<file path="config.mk">
export PLATFORM = sky130hd
export DESIGN_NAME = sdoc_isqrt_pipe
export DESIGN_NICKNAME = d
export VERILOG_FILES = /design/src/design/sdoc_isqrt_pipe.sv
export SDC_FILE = /design/constraint.sdc
export NUM_CORES = 2
export LEC_CHECK = 0
export BUFFER_PORTS_ARGS = -buffer_cell sky130_fd_sc_hd__buf_4
export CAP_MARGIN = 30
export CORE_UTILIZATION = 57
export DETAILED_ROUTE_END_ITERATION = 6
export PLACE_DENSITY = 0.88
export SYNTH_ARGS = -nofsm -noshare
export SYNTH_HDL_FRONTEND = slang
export SYNTH_SLANG_ARGS = --single-unit
</file>
<file path="constraint.sdc">
create_clock -name i_clk -period 3.4 [get_ports i_clk]
set_input_delay 0.85 -clock i_clk [delete_from_list [all_inputs] [get_ports i_clk]]
set_output_delay 0.85 -clock i_clk [all_outputs]
set_load 0.1 [all_outputs]
</file>
<file path="src/design/sdoc_isqrt_pipe.sv">
// pipelined integer square root, one result bit per stage
module sdoc_isqrt_pipe #(
    parameter int RAD_W  = 48,
    parameter int SIDE_W = 1
) (
    input  logic                  i_clk,
    input  logic                  i_rst_n,
    input  logic                  i_en,
    input  logic                  i_vld,
    input  logic [RAD_W-1:0]      i_rad,
    input  logic [SIDE_W-1:0]     i_side,
    output logic                  o_vld,
    output logic [RAD_W/2-1:0]    o_root,
    output logic [SIDE_W-1:0]     o_side
);

    localparam int ROOT_W = RAD_W / 2;
    localparam int REM_W  = ROOT_W + 2;
    localparam int CMP_W  = REM_W + 2;

    logic              r_vld  [0:ROOT_W];
    logic [SIDE_W-1:0] r_side [0:ROOT_W];
    logic [ROOT_W-1:0] r_root [0:ROOT_W];
    logic [RAD_W-1:0]  r_rad  [0:ROOT_W-1];
    logic [REM_W-1:0]  r_rem  [0:ROOT_W-1];

    // entry stage
    always_ff @(posedge i_clk) begin
        if (!i_rst_n) begin
            r_vld[0] <= 1'b0;
        end else if (i_en) begin
            r_vld[0] <= i_vld;
        end
    end

    always_ff @(posedge i_clk) begin
        if (i_en) begin
            r_side[0] <= i_side;
            r_root[0] <= '0;
            r_rad[0]  <= i_rad;
            r_rem[0]  <= '0;
        end
    end

    // one radicand bit pair per stage
    for (genvar k = 0; k < ROOT_W; k++) begin : g_step
        logic [CMP_W-1:0] n_cur;
        logic [CMP_W-1:0] n_try;
        logic             n_bit;

        always_comb begin
            n_cur = {r_rem[k], r_rad[k][RAD_W-1 -: 2]};
            n_try = {2'b00, r_root[k], 2'b01};
            n_bit = (n_cur >= n_try);
        end

        always_ff @(posedge i_clk) begin
            if (!i_rst_n) begin
                r_vld[k+1] <= 1'b0;
            end else if (i_en) begin
                r_vld[k+1] <= r_vld[k];
            end
        end

        always_ff @(posedge i_clk) begin
            if (i_en) begin
                r_side[k+1] <= r_side[k];
                r_root[k+1] <= {r_root[k][ROOT_W-2:0], n_bit};
            end
        end

        if (k + 1 < ROOT_W) begin : g_carry
            logic [CMP_W-1:0] n_dif;

            always_comb begin
                n_dif = n_cur - n_try;
            end

            always_ff @(posedge i_clk) begin
                if (i_en) begin
                    r_rem[k+1] <= n_bit ? n_dif[REM_W-1:0] : n_cur[REM_W-1:0];
                    r_rad[k+1] <= {r_rad[k][RAD_W-3:0], 2'b00};
                end
            end
        end
    end

    assign o_vld  = r_vld[ROOT_W];
    assign o_root = r_root[ROOT_W];
    assign o_side = r_side[ROOT_W];

endmodule

</file>
==> run metrics <==
status=finished, final reports clean; Die H=348.5 um; routed len/inst=17.40 um; Final Hold Vio Count=0; vias in the first global route=39650; FF-to-FF End=r_rem[2][138]; Worst R2R Path Depth=12; Ys Warns=0; IO buf count=78; final setup fails=0; die area=121400 um^2; Ports=79; asr flop ratio synth=0%; core area=118600 um^2; power density cells=634.3 nW/um^2; crit-path cells=ha_1, nor2b_1, o2111ai_1, a31oi_1, a31oi_1, o21ai_1, a41oi_2, buf_4, buf_12, buf_12, nand2_1, o21ai_0; WP data arrival=3.88 ns; critical path's slowest cell=a31oi_1; fin crit share=99.30%; worst slack at placement=-0.08928 ns; synth-to-layout area growth=12.40%; pin count of the biggest net entering global routing=136; first-pass GRT wire length=196600 um; CP Launch Type=flop; max-slew violations=0; worst min-delay path class=input port to flop; Peak Freq=296.2 MHz; Total Routed Length=122900 um; Comb pwr share=16.3%; gr usage total=20.13%; cell area after layout=76900 um^2; Clock Tree Buf Depth=3; CTS tree=yes; Hold Crit Start=i_rad[27]; drt pass-1 iters=7; required time of the critical path=3.90 ns; DRT iter0 DRCs=3123; CTS H-tree depth=4; static leakage=29.81 nW; Largest stage delay, worst path=0.66 ns; Worst slew margin=49.19%; Setup Skew=0.03475 ns; fraction of layout cells with a size suffix above 1=10.21%; clock root buffer=clkbuf_16; net switching power figure=12.82 mW; DP Wirelength=83910 um; MaxCap Viol Count=0; sequential area share after synthesis=66.39%; power share of the clock group=33.7%; Worst-Margin Slew=0.7563 ns; Core Rows=126; FF-to-FF Start=r_rem[2][104]; hold depth=1; switching share of power=26.27%; Yosys reg bits=1513; Post-synth top flop=edfxtp_1; total CTS buffers=154; crit path time final=3.376 ns; GRT overflow=0; EDFF count, synth=1512; CP max FO=28; TritonCTS Sinks=1513; Hold Path End=r_rad[0][27]; Vias/cell=5.677; detailed-route via count=40100; worst skew pair latency=0.78 ns; Clk pin slew, worst setup/hold paths=0.06 ns; Inserted Diodes=0; Synth cell types=94; Initial Utilization=57.71%; synthesized area=68420 um^2; # DRC=0; Final nets=5716; Reg power frac=49.9%; crit end category=flop; Placed Area=71800 um^2; cell count after synthesis=5073; gp weighted congestion=0.9500; Final Util=64.87%; internal power=35.96 mW; dpl cells=6781; final setup margin=0.02388 ns; setup bufs post-CTS=0; net count of the mapped netlist=5452; Die X=348.5 um; post-route insts no fill=7064; Peak VDD IR=0.5457 mV; setup slack, reg-to-reg=0.02 ns; initial antenna violation count=1; kind of critical path=flop to flop; Routed Antenna Nets=0; Avg Synthesized Cell Area=13.49 um^2
[power groups by stage]
stage	clock [mW]	sequential, mW	combinational, mW
final	16.5	24.4	7.95
after global routing	17.5	24.5	8.78
after CTS	16.9	24.3	7.90
after detailed placement	0	24.7	7.80
after global placement	0	24.6	7.56
after floorplan	0	24.3	5.60
[critical path: cells and delay by family (launching register included)]
family | cells | cell delay (ns)
and+or+nand+nor | 2 | 0.30
adders and majority gates | 1 | 0.38
buffers and inverters | 3 | 0.49
AOI/OAI and AO/OA | 6 | 1.56
DFF | 1 | 0.39
[logic make-up (layout without fill, tap and decap cells)]
group / count (synthesis) / count (layout) / share of synthesized area, %
flops: 1513 / 1513 / 66.39
simple gates: 1303 / 1303 / 9.698
compound gates: 930 / 930 / 8.458
buf+inv: 491 / 882 / 2.752
xor+xnor: 448 / 448 / 5.746
fa+ha+maj: 326 / 326 / 5.962
mux: 61 / 61 / 0.9839
other cells: 1 / 1 / 0.005481
[sequential cells by signal (all words and copies together) (netlist names)]
signal and flops:
r_root 300, r_rem 563, r_vld 25, r_rad 600
r_side 25
[synth_stat cells (37+ instances only)]
| cell | n | share of area, % |
|---|---|---|
| edfxtp_1 | 1512 | 66 |
| inv_1 | 404 | 2.2 |
| ha_1 | 326 | 6.0 |
| nand2_1 | 321 | 1.8 |
| nor2_1 | 292 | 1.6 |
| a21oi_1 | 284 | 2.1 |
| o21ai_0 | 238 | 1.7 |
| xnor2_1 | 226 | 2.9 |
| xor2_1 | 221 | 2.8 |
| a21o_1 | 125 | 1.4 |
| nor3_1 | 122 | 0.89 |
| nand3_1 | 78 | 0.57 |
| clkbuf_1 | 71 | 0.39 |
| nor4_1 | 68 | 0.62 |
| o21a_1 | 68 | 0.75 |
| nand2b_1 | 67 | 0.61 |
| nor2b_1 | 61 | 0.56 |
| and3_1 | 55 | 0.50 |
| mux2_2 | 49 | 0.81 |
| or3_1 | 38 | 0.35 |
| nand4_1 | 37 | 0.34 |
[per-layer routing]
| metal | part of all wire [%] | wire, um | track usage (%) | up-vias |
|---|---|---|---|---|
| li1 | - | - | - | 19310 |
| met1 | 40 | 48650 | 23.67 | 19240 |
| met2 | 51 | 62990 | 35.88 | 1244 |
| met3 | 5.4 | 6685 | 3.965 | 306 |
| met4 | 3.7 | 4606 | 8.503 | 0 |
| met5 | 0 | 0 | 0 | - |
[worst max-delay path by stage]
stage	from	to	slack [ns]
floorplan	r_rem[2][159]	r_rem[2][203]	0.21
global placement	r_rem[2][159]	r_rem[2][187]	-0.02
detailed placement	r_rem[2][159]	r_rem[2][187]	-0.09
CTS	r_rem[2][159]	r_rem[2][187]	0.05
global route	r_rem[1][94]	r_rem[1][120]	-0.05
finish	r_rem[2][104]	r_rem[2][138]	0.02
[per-stage QoR]
step	total power, mW	hold WS, ns	setup TNS [ns]
after floorplan	29.92	0.4003	0
after global placement	32.16	0.4002	-0.2170
after detailed placement	32.49	0.4045	-0.6911
after CTS	49.08	0.1781	0
after global routing	50.83	0.1982	-0.2809
final	48.78	0.2423	0
[area by class of cell]
cell class,instances,area [um^2]
sequential,1513,45420
timing repair buffer,193,1723
clock buffer,176,3958
fill,8142,41650
tap,1600,2002
multi-input combinational,3069,21220
clock inverter,107,1047
inverter,406,1524
[cell usage in the layout (no fill, tap or decap), types with 11 or more instances in the layout]
cell type,n
a211oi_1,16
a21o_1,125
a21oi_1,282
a31oi_1,30
and2_1,19
and3_1,55
buf_12,20
buf_4,171
bufinv_16,12
clkbuf_1,21
clkbuf_16,155
clkinv_1,43
clkinv_2,29
edfxtp_1,1512
ha_1,325
inv_1,404
mux2_2,49
mux2i_1,11
nand2_1,321
nand2b_1,67
nand3_1,77
nand3b_1,17
nand4_1,37
nor2_1,292
nor2b_1,61
nor3_1,122
nor4_1,65
o211ai_1,13
o21a_1,68
o21ai_0,238
o21bai_1,20
o31ai_1,21
or2_2,36
or3_1,38
or4_1,31
xnor2_1,226
xor2_1,221
[repair_timing]
item,in CTS,in global routing
pin swaps,0,2
setup endpoints to repair,15,63
hold buffers,0,0
gates resized for setup,1,20
Power figures use the tool's default switching activity.
