[config.mk]
export PLATFORM = sky130hd
export DESIGN_NAME = sdoc_div_pipe
export DESIGN_NICKNAME = d
export VERILOG_FILES = /design/src/design/sdoc_div_pipe.sv
export SDC_FILE = /design/constraint.sdc
export NUM_CORES = 2
export LEC_CHECK = 0
export BUFFER_PORTS_ARGS = -buffer_cell sky130_fd_sc_hd__buf_2
export CORE_MARGIN = 3
export CORE_UTILIZATION = 60
export DETAILED_ROUTE_END_ITERATION = 16
export GPL_ROUTABILITY_DRIVEN = 0
export PLACE_DENSITY = 0.81
export SETUP_SLACK_MARGIN = 0.4
export SLEW_MARGIN = 20
export SYNTH_ARGS = -nofsm -noshare
export SYNTH_HDL_FRONTEND = slang
export SYNTH_SLANG_ARGS = --single-unit
[constraint.sdc]
create_clock -name i_clk -period 7.6 [get_ports i_clk]
set_input_delay 0.76 -clock i_clk [delete_from_list [all_inputs] [get_ports i_clk]]
set_output_delay 0.76 -clock i_clk [all_outputs]
set_load 0.02 [all_outputs]
[src/design/sdoc_div_pipe.sv]
// pipelined restoring divider, one quotient bit per stage
module sdoc_div_pipe #(
    parameter int NUM_W  = 32,
    parameter int DEN_W  = 16,
    parameter int SIDE_W = 1
) (
    input  logic              i_clk,
    input  logic              i_rst_n,
    input  logic              i_en,
    input  logic              i_vld,
    input  logic [NUM_W-1:0]  i_num,
    input  logic [DEN_W-1:0]  i_den,
    input  logic [SIDE_W-1:0] i_side,
    output logic              o_vld,
    output logic [NUM_W-1:0]  o_quo,
    output logic [SIDE_W-1:0] o_side
);

    logic              r_vld  [0:NUM_W];
    logic [SIDE_W-1:0] r_side [0:NUM_W];
    logic [NUM_W-1:0]  r_quo  [0:NUM_W];
    logic [NUM_W-1:0]  r_num  [0:NUM_W-1];
    logic [DEN_W-1:0]  r_den  [0:NUM_W-1];
    logic [DEN_W-1:0]  r_rem  [0:NUM_W-1];

    // entry stage
    always_ff @(posedge i_clk) begin
        if (!i_rst_n) begin
            r_vld[0] <= 1'b0;
        end else if (i_en) begin
            r_vld[0] <= i_vld;
        end
    end

    always_ff @(posedge i_clk) begin
        if (i_en) begin
            r_side[0] <= i_side;
            r_quo[0]  <= '0;
            r_num[0]  <= i_num;
            r_den[0]  <= i_den;
            r_rem[0]  <= '0;
        end
    end

    // one numerator bit per stage
    for (genvar k = 0; k < NUM_W; k++) begin : g_step
        logic [DEN_W:0] n_cur;
        logic           n_bit;

        always_comb begin
            n_cur = {r_rem[k], r_num[k][NUM_W-1]};
            n_bit = (n_cur >= {1'b0, r_den[k]});
        end

        always_ff @(posedge i_clk) begin
            if (!i_rst_n) begin
                r_vld[k+1] <= 1'b0;
            end else if (i_en) begin
                r_vld[k+1] <= r_vld[k];
            end
        end

        always_ff @(posedge i_clk) begin
            if (i_en) begin
                r_side[k+1] <= r_side[k];
                r_quo[k+1]  <= {r_quo[k][NUM_W-2:0], n_bit};
            end
        end

        if (k + 1 < NUM_W) begin : g_carry
            logic [DEN_W:0] n_dif;

            always_comb begin
                n_dif = n_cur - {1'b0, r_den[k]};
            end

            always_ff @(posedge i_clk) begin
                if (i_en) begin
                    r_rem[k+1] <= n_bit ? n_dif[DEN_W-1:0] : n_cur[DEN_W-1:0];
                    r_num[k+1] <= {r_num[k][NUM_W-2:0], 1'b0};
                    r_den[k+1] <= r_den[k];
                end
            end
        end
    end

    assign o_vld  = r_vld[NUM_W];
    assign o_quo  = r_quo[NUM_W];
    assign o_side = r_side[NUM_W];

endmodule

==> results.tsv <==
stage	metric	value	unit
route	vias	53500	
setup_path	worstSetupPathType	reg -> reg	
pwr	p_switching	13500	uW
route	vias_per_instance	5.85	
grt	vias_in_the_first_global_route	53000	
pwr	intPower	28000	uW
route	drt_first_pass_iters	6	
clock_tree	cts-buffers-inserted	210	
setup_path	crit_fanout	28	
floorplan	floorplan.die_area	162000	um2
synth	async_flop_share	0	%
clock_tree	cts-htree-levels	4	
worst_hold_path	holdCritPathClass	in -> reg	
synth	netlist.top_cell.by_area	edfxtp_1	
synth	synth-warning-count	0	
final_layout	areaGrowthSynthToFinish	10.7	%
setup_path	setup.worst_path.start_class	flop	
flow_run	max_cap_viol_count	0	
setup_path	end_kind	flop	
timing	final_max_slew_viol_count	0	
grt	track_usage	20.8	%
pwr	p_comb_share	33.7	%
pwr	ir_drop	260	uV
synth	synth_top_area_share	67.8	%
place	portBuffers	86	
final_layout	area_used_by_sequential_logic_in_the_layout	64000	um2
pwr	p_leak	0.0403	uW
floorplan	floorplan.initialDensity	60.8	%
clock_tree	post_cts_hold_buffer_count	0	
timing	tightestPinTransition	1110	ps
floorplan	die_y	402	um
clock_tree	postCtsResizedCells	0	
synth	synth-seq-cells	2130	
place	pre_cts_slack	3990	ps
setup_path	worstPathRequired	8160	ps
synth	postSynthNetCount	7252	
timing	finalClockSkew	27.5	ps
outcome	outcome	completed	
timing	grt_setup_unrepaired	false	
pwr	fraction_of_power_spent_switching_nets	32.5	%
clock_tree	cts_tree	done	
timing	final_period_minus_worst_setup_slack	3660	ps
timing	final_hold_viol_count	0	
route	drtAntennaViolNets	0	
clock_tree	insertion_delay	840	ps
grt	global_route.overflow_total	0	
route	avgRoutedWirePerCell	18.6	um
synth	post_synth_instance_area	94300	um2
clock_tree	tritoncts_sinks	2130	
route	remaining_drc_errors	0	
grt	maximum_number_of_pins_on_one_net_before_global_route_repair	186	
floorplan	die_w	402	um
worst_hold_path	worstHoldStart	i_num[31]	
final_layout	layout_cells_sized_above_1	9.71	%
grt	grt_antenna_before_repair	0	
floorplan	design.portCount	87	
timing	period_share	48.2	%
pwr	power_per_cell_area	397	nW/um2
timing	fin_hold_ws	96.2	ps
clock_tree	cts.reportedPaths.clkPinSlew	60	ps
setup_path	reg2reg_from	r_rem[7][29]	
setup_path	worstSetupStartpoint	r_rem[7][29]	
pwr	share_seq_of_total_power	41.2	%
clock_tree	post-cts-setup-buffer-count	0	
clock_tree	cts_buffer_depth	3	
timing	fin_ws	3940	ps
synth	synth_enable_flop_cells	2129	
synth	synthCells	6671	
timing	totalNegativeSetupSlack	0	ps
final_layout	multi_input_logic_area	27500	um2
clock_tree	root_buffer_master	clkbuf_16	
final_layout	num-fill-cells	10300	
synth	ys_dominant_reg_cell	edfxtp_1	
floorplan	std_cell_rows	144	
floorplan	floorplan.core_area	155000	um2
setup_path	crit_arrival	4230	ps
timing	fmaxAchievable	0.273	GHz
timing	slew-limit-headroom	26.0	%
synth	sequential_to_total_area_share_from_yosys_stat	67.8	%
grt	grt_first_pass_wirelength	274	mm
route	detailedRoute.firstIterationViolations	4807	
pwr	pwr-share-clk	25.1	%
synth	avgSynthCellArea	14.1	um2
synth	post_synth_main_area_contributors	edfxtp_1, ha_1, inv_1	
timing	setup-violations-final	0	
final_layout	final_net_count	7489	
final_layout	antenna_cells	0	
synth	netlist-cell-type-count	83	
place	place.detailed.hpwl	113	mm
route	wirelength	170	mm
-- through the flow --
stage	instance area (um2)	std cells	power, uW	util (%)
global placement	97300	8739	30100	62.7
floorplan	94300	6671	27400	-
detailed placement	97300	8740	30900	62.7
CTS	104000	9132	41500	67.2
global route	104000	9132	43900	67.3
finish	104000	9132	41400	67.3
-- cell type report --
type                    count  share of cell area (%)
repair buffers            125                   0.819
clock buffers             238                    5.18
flip-flops and latches   2130                    61.3
well taps                2044                    2.45
clock inverters           154                    1.54
inverters                 657                    2.36
multi-input cells        3784                    26.3
-- sequential cells by signal, indices dropped and copies added (netlist names) --
signal	flops
r_side	33
r_num	528
r_quo	528
r_den	512
r_vld	33
r_rem	496
-- worst max-delay path: stages, from the launching register on --
cell and delay (ps):
edfxtp_1 390, ha_1 390, nand2_1 160, or3_1 150
nor3_1 70, a2111oi_0 840, nand2_1 870, mux2_2 530
-- power groups by stage --
stage / Clock [uW] / Sequential (uW) / Combinational, uW
after CTS: 10700 / 17100 / 13800
after detailed placement: 0 / 17300 / 13600
after floorplan: 0 / 16700 / 10700
after global placement: 0 / 17200 / 12900
after global routing: 11100 / 17200 / 15500
final: 10400 / 17100 / 14000
-- per-layer routing --
metal | wire (um) | GRT usage, % | part of all wire [%]
met3 | 8890 | 3.38 | 5.2
met1 | 70000 | 26.8 | 41
met4 | 7050 | 8.79 | 4.2
met5 | 0 | 0 | 0
met2 | 83600 | 35.2 | 49
-- placed cells by master (no fill, tap or decap), types with 22 or more instances in the layout --
master / n
and2_1: 32
o21a_1: 82
nand2b_1: 80
nand3_1: 67
o31a_1: 34
mux2i_1: 28
nand2_1: 359
nand4_1: 55
a31oi_1: 75
o21bai_1: 29
clkinv_2: 51
o31ai_1: 39
xnor2_1: 178
nor3_1: 76
buf_4: 29
or3_1: 22
xor2_1: 128
fa_1: 30
bufinv_16: 26
and3_1: 50
buf_2: 85
o21ai_0: 366
inv_1: 655
clkbuf_1: 26
nor2b_1: 98
o21ai_1: 22
clkinv_1: 44
clkbuf_16: 212
nor2_1: 329
a21oi_1: 403
mux2_2: 188
a21o_1: 143
a211oi_1: 37
ha_1: 498
a311oi_1: 24
edfxtp_1: 2129
-- logic make-up after synthesis --
kind of cell    Yosys count  synth area share (%)
mux                     223                  2.65
buf+inv                 757                  3.08
fa+ha+maj               528                  7.25
compound gates         1459                  9.81
flops                  2130                  67.8
simple gates           1268                  6.54
xor+xnor                306                  2.84
-- cells in the mapped netlist, types with 19 or more instances --
master	instances
nor4_1	21
nand4_1	55
o211ai_1	19
edfxtp_1	2129
a211oi_1	37
o21a_1	82
xor2_1	128
a21boi_0	21
o31a_1	34
clkbuf_1	60
o31ai_1	40
inv_1	655
nand2_1	359
o21ai_0	374
or3_1	22
ha_1	498
fa_1	30
and2_1	32
nor2_1	329
nor3_1	76
buf_2	28
nor2b_1	98
nand2b_1	80
a311oi_1	24
mux2i_1	28
xnor2_1	178
and3_1	50
mux2_2	188
a21o_1	143
a21oi_1	403
a31oi_1	76
nand3_1	67
o21bai_1	29
-- worst paths after layout --
kind / end / slack (ps) / cells after the start
setup / recovery: r_rem[7][37] / 3940 / 7
hold / removal: r_num[0][31] / 100 / 1
setup reg to reg: r_rem[7][37] / 3940 / 7
hold reg to reg: r_quo[30][8] / 410 / 0
Note: power is estimated with default switching activity, not from simulation.
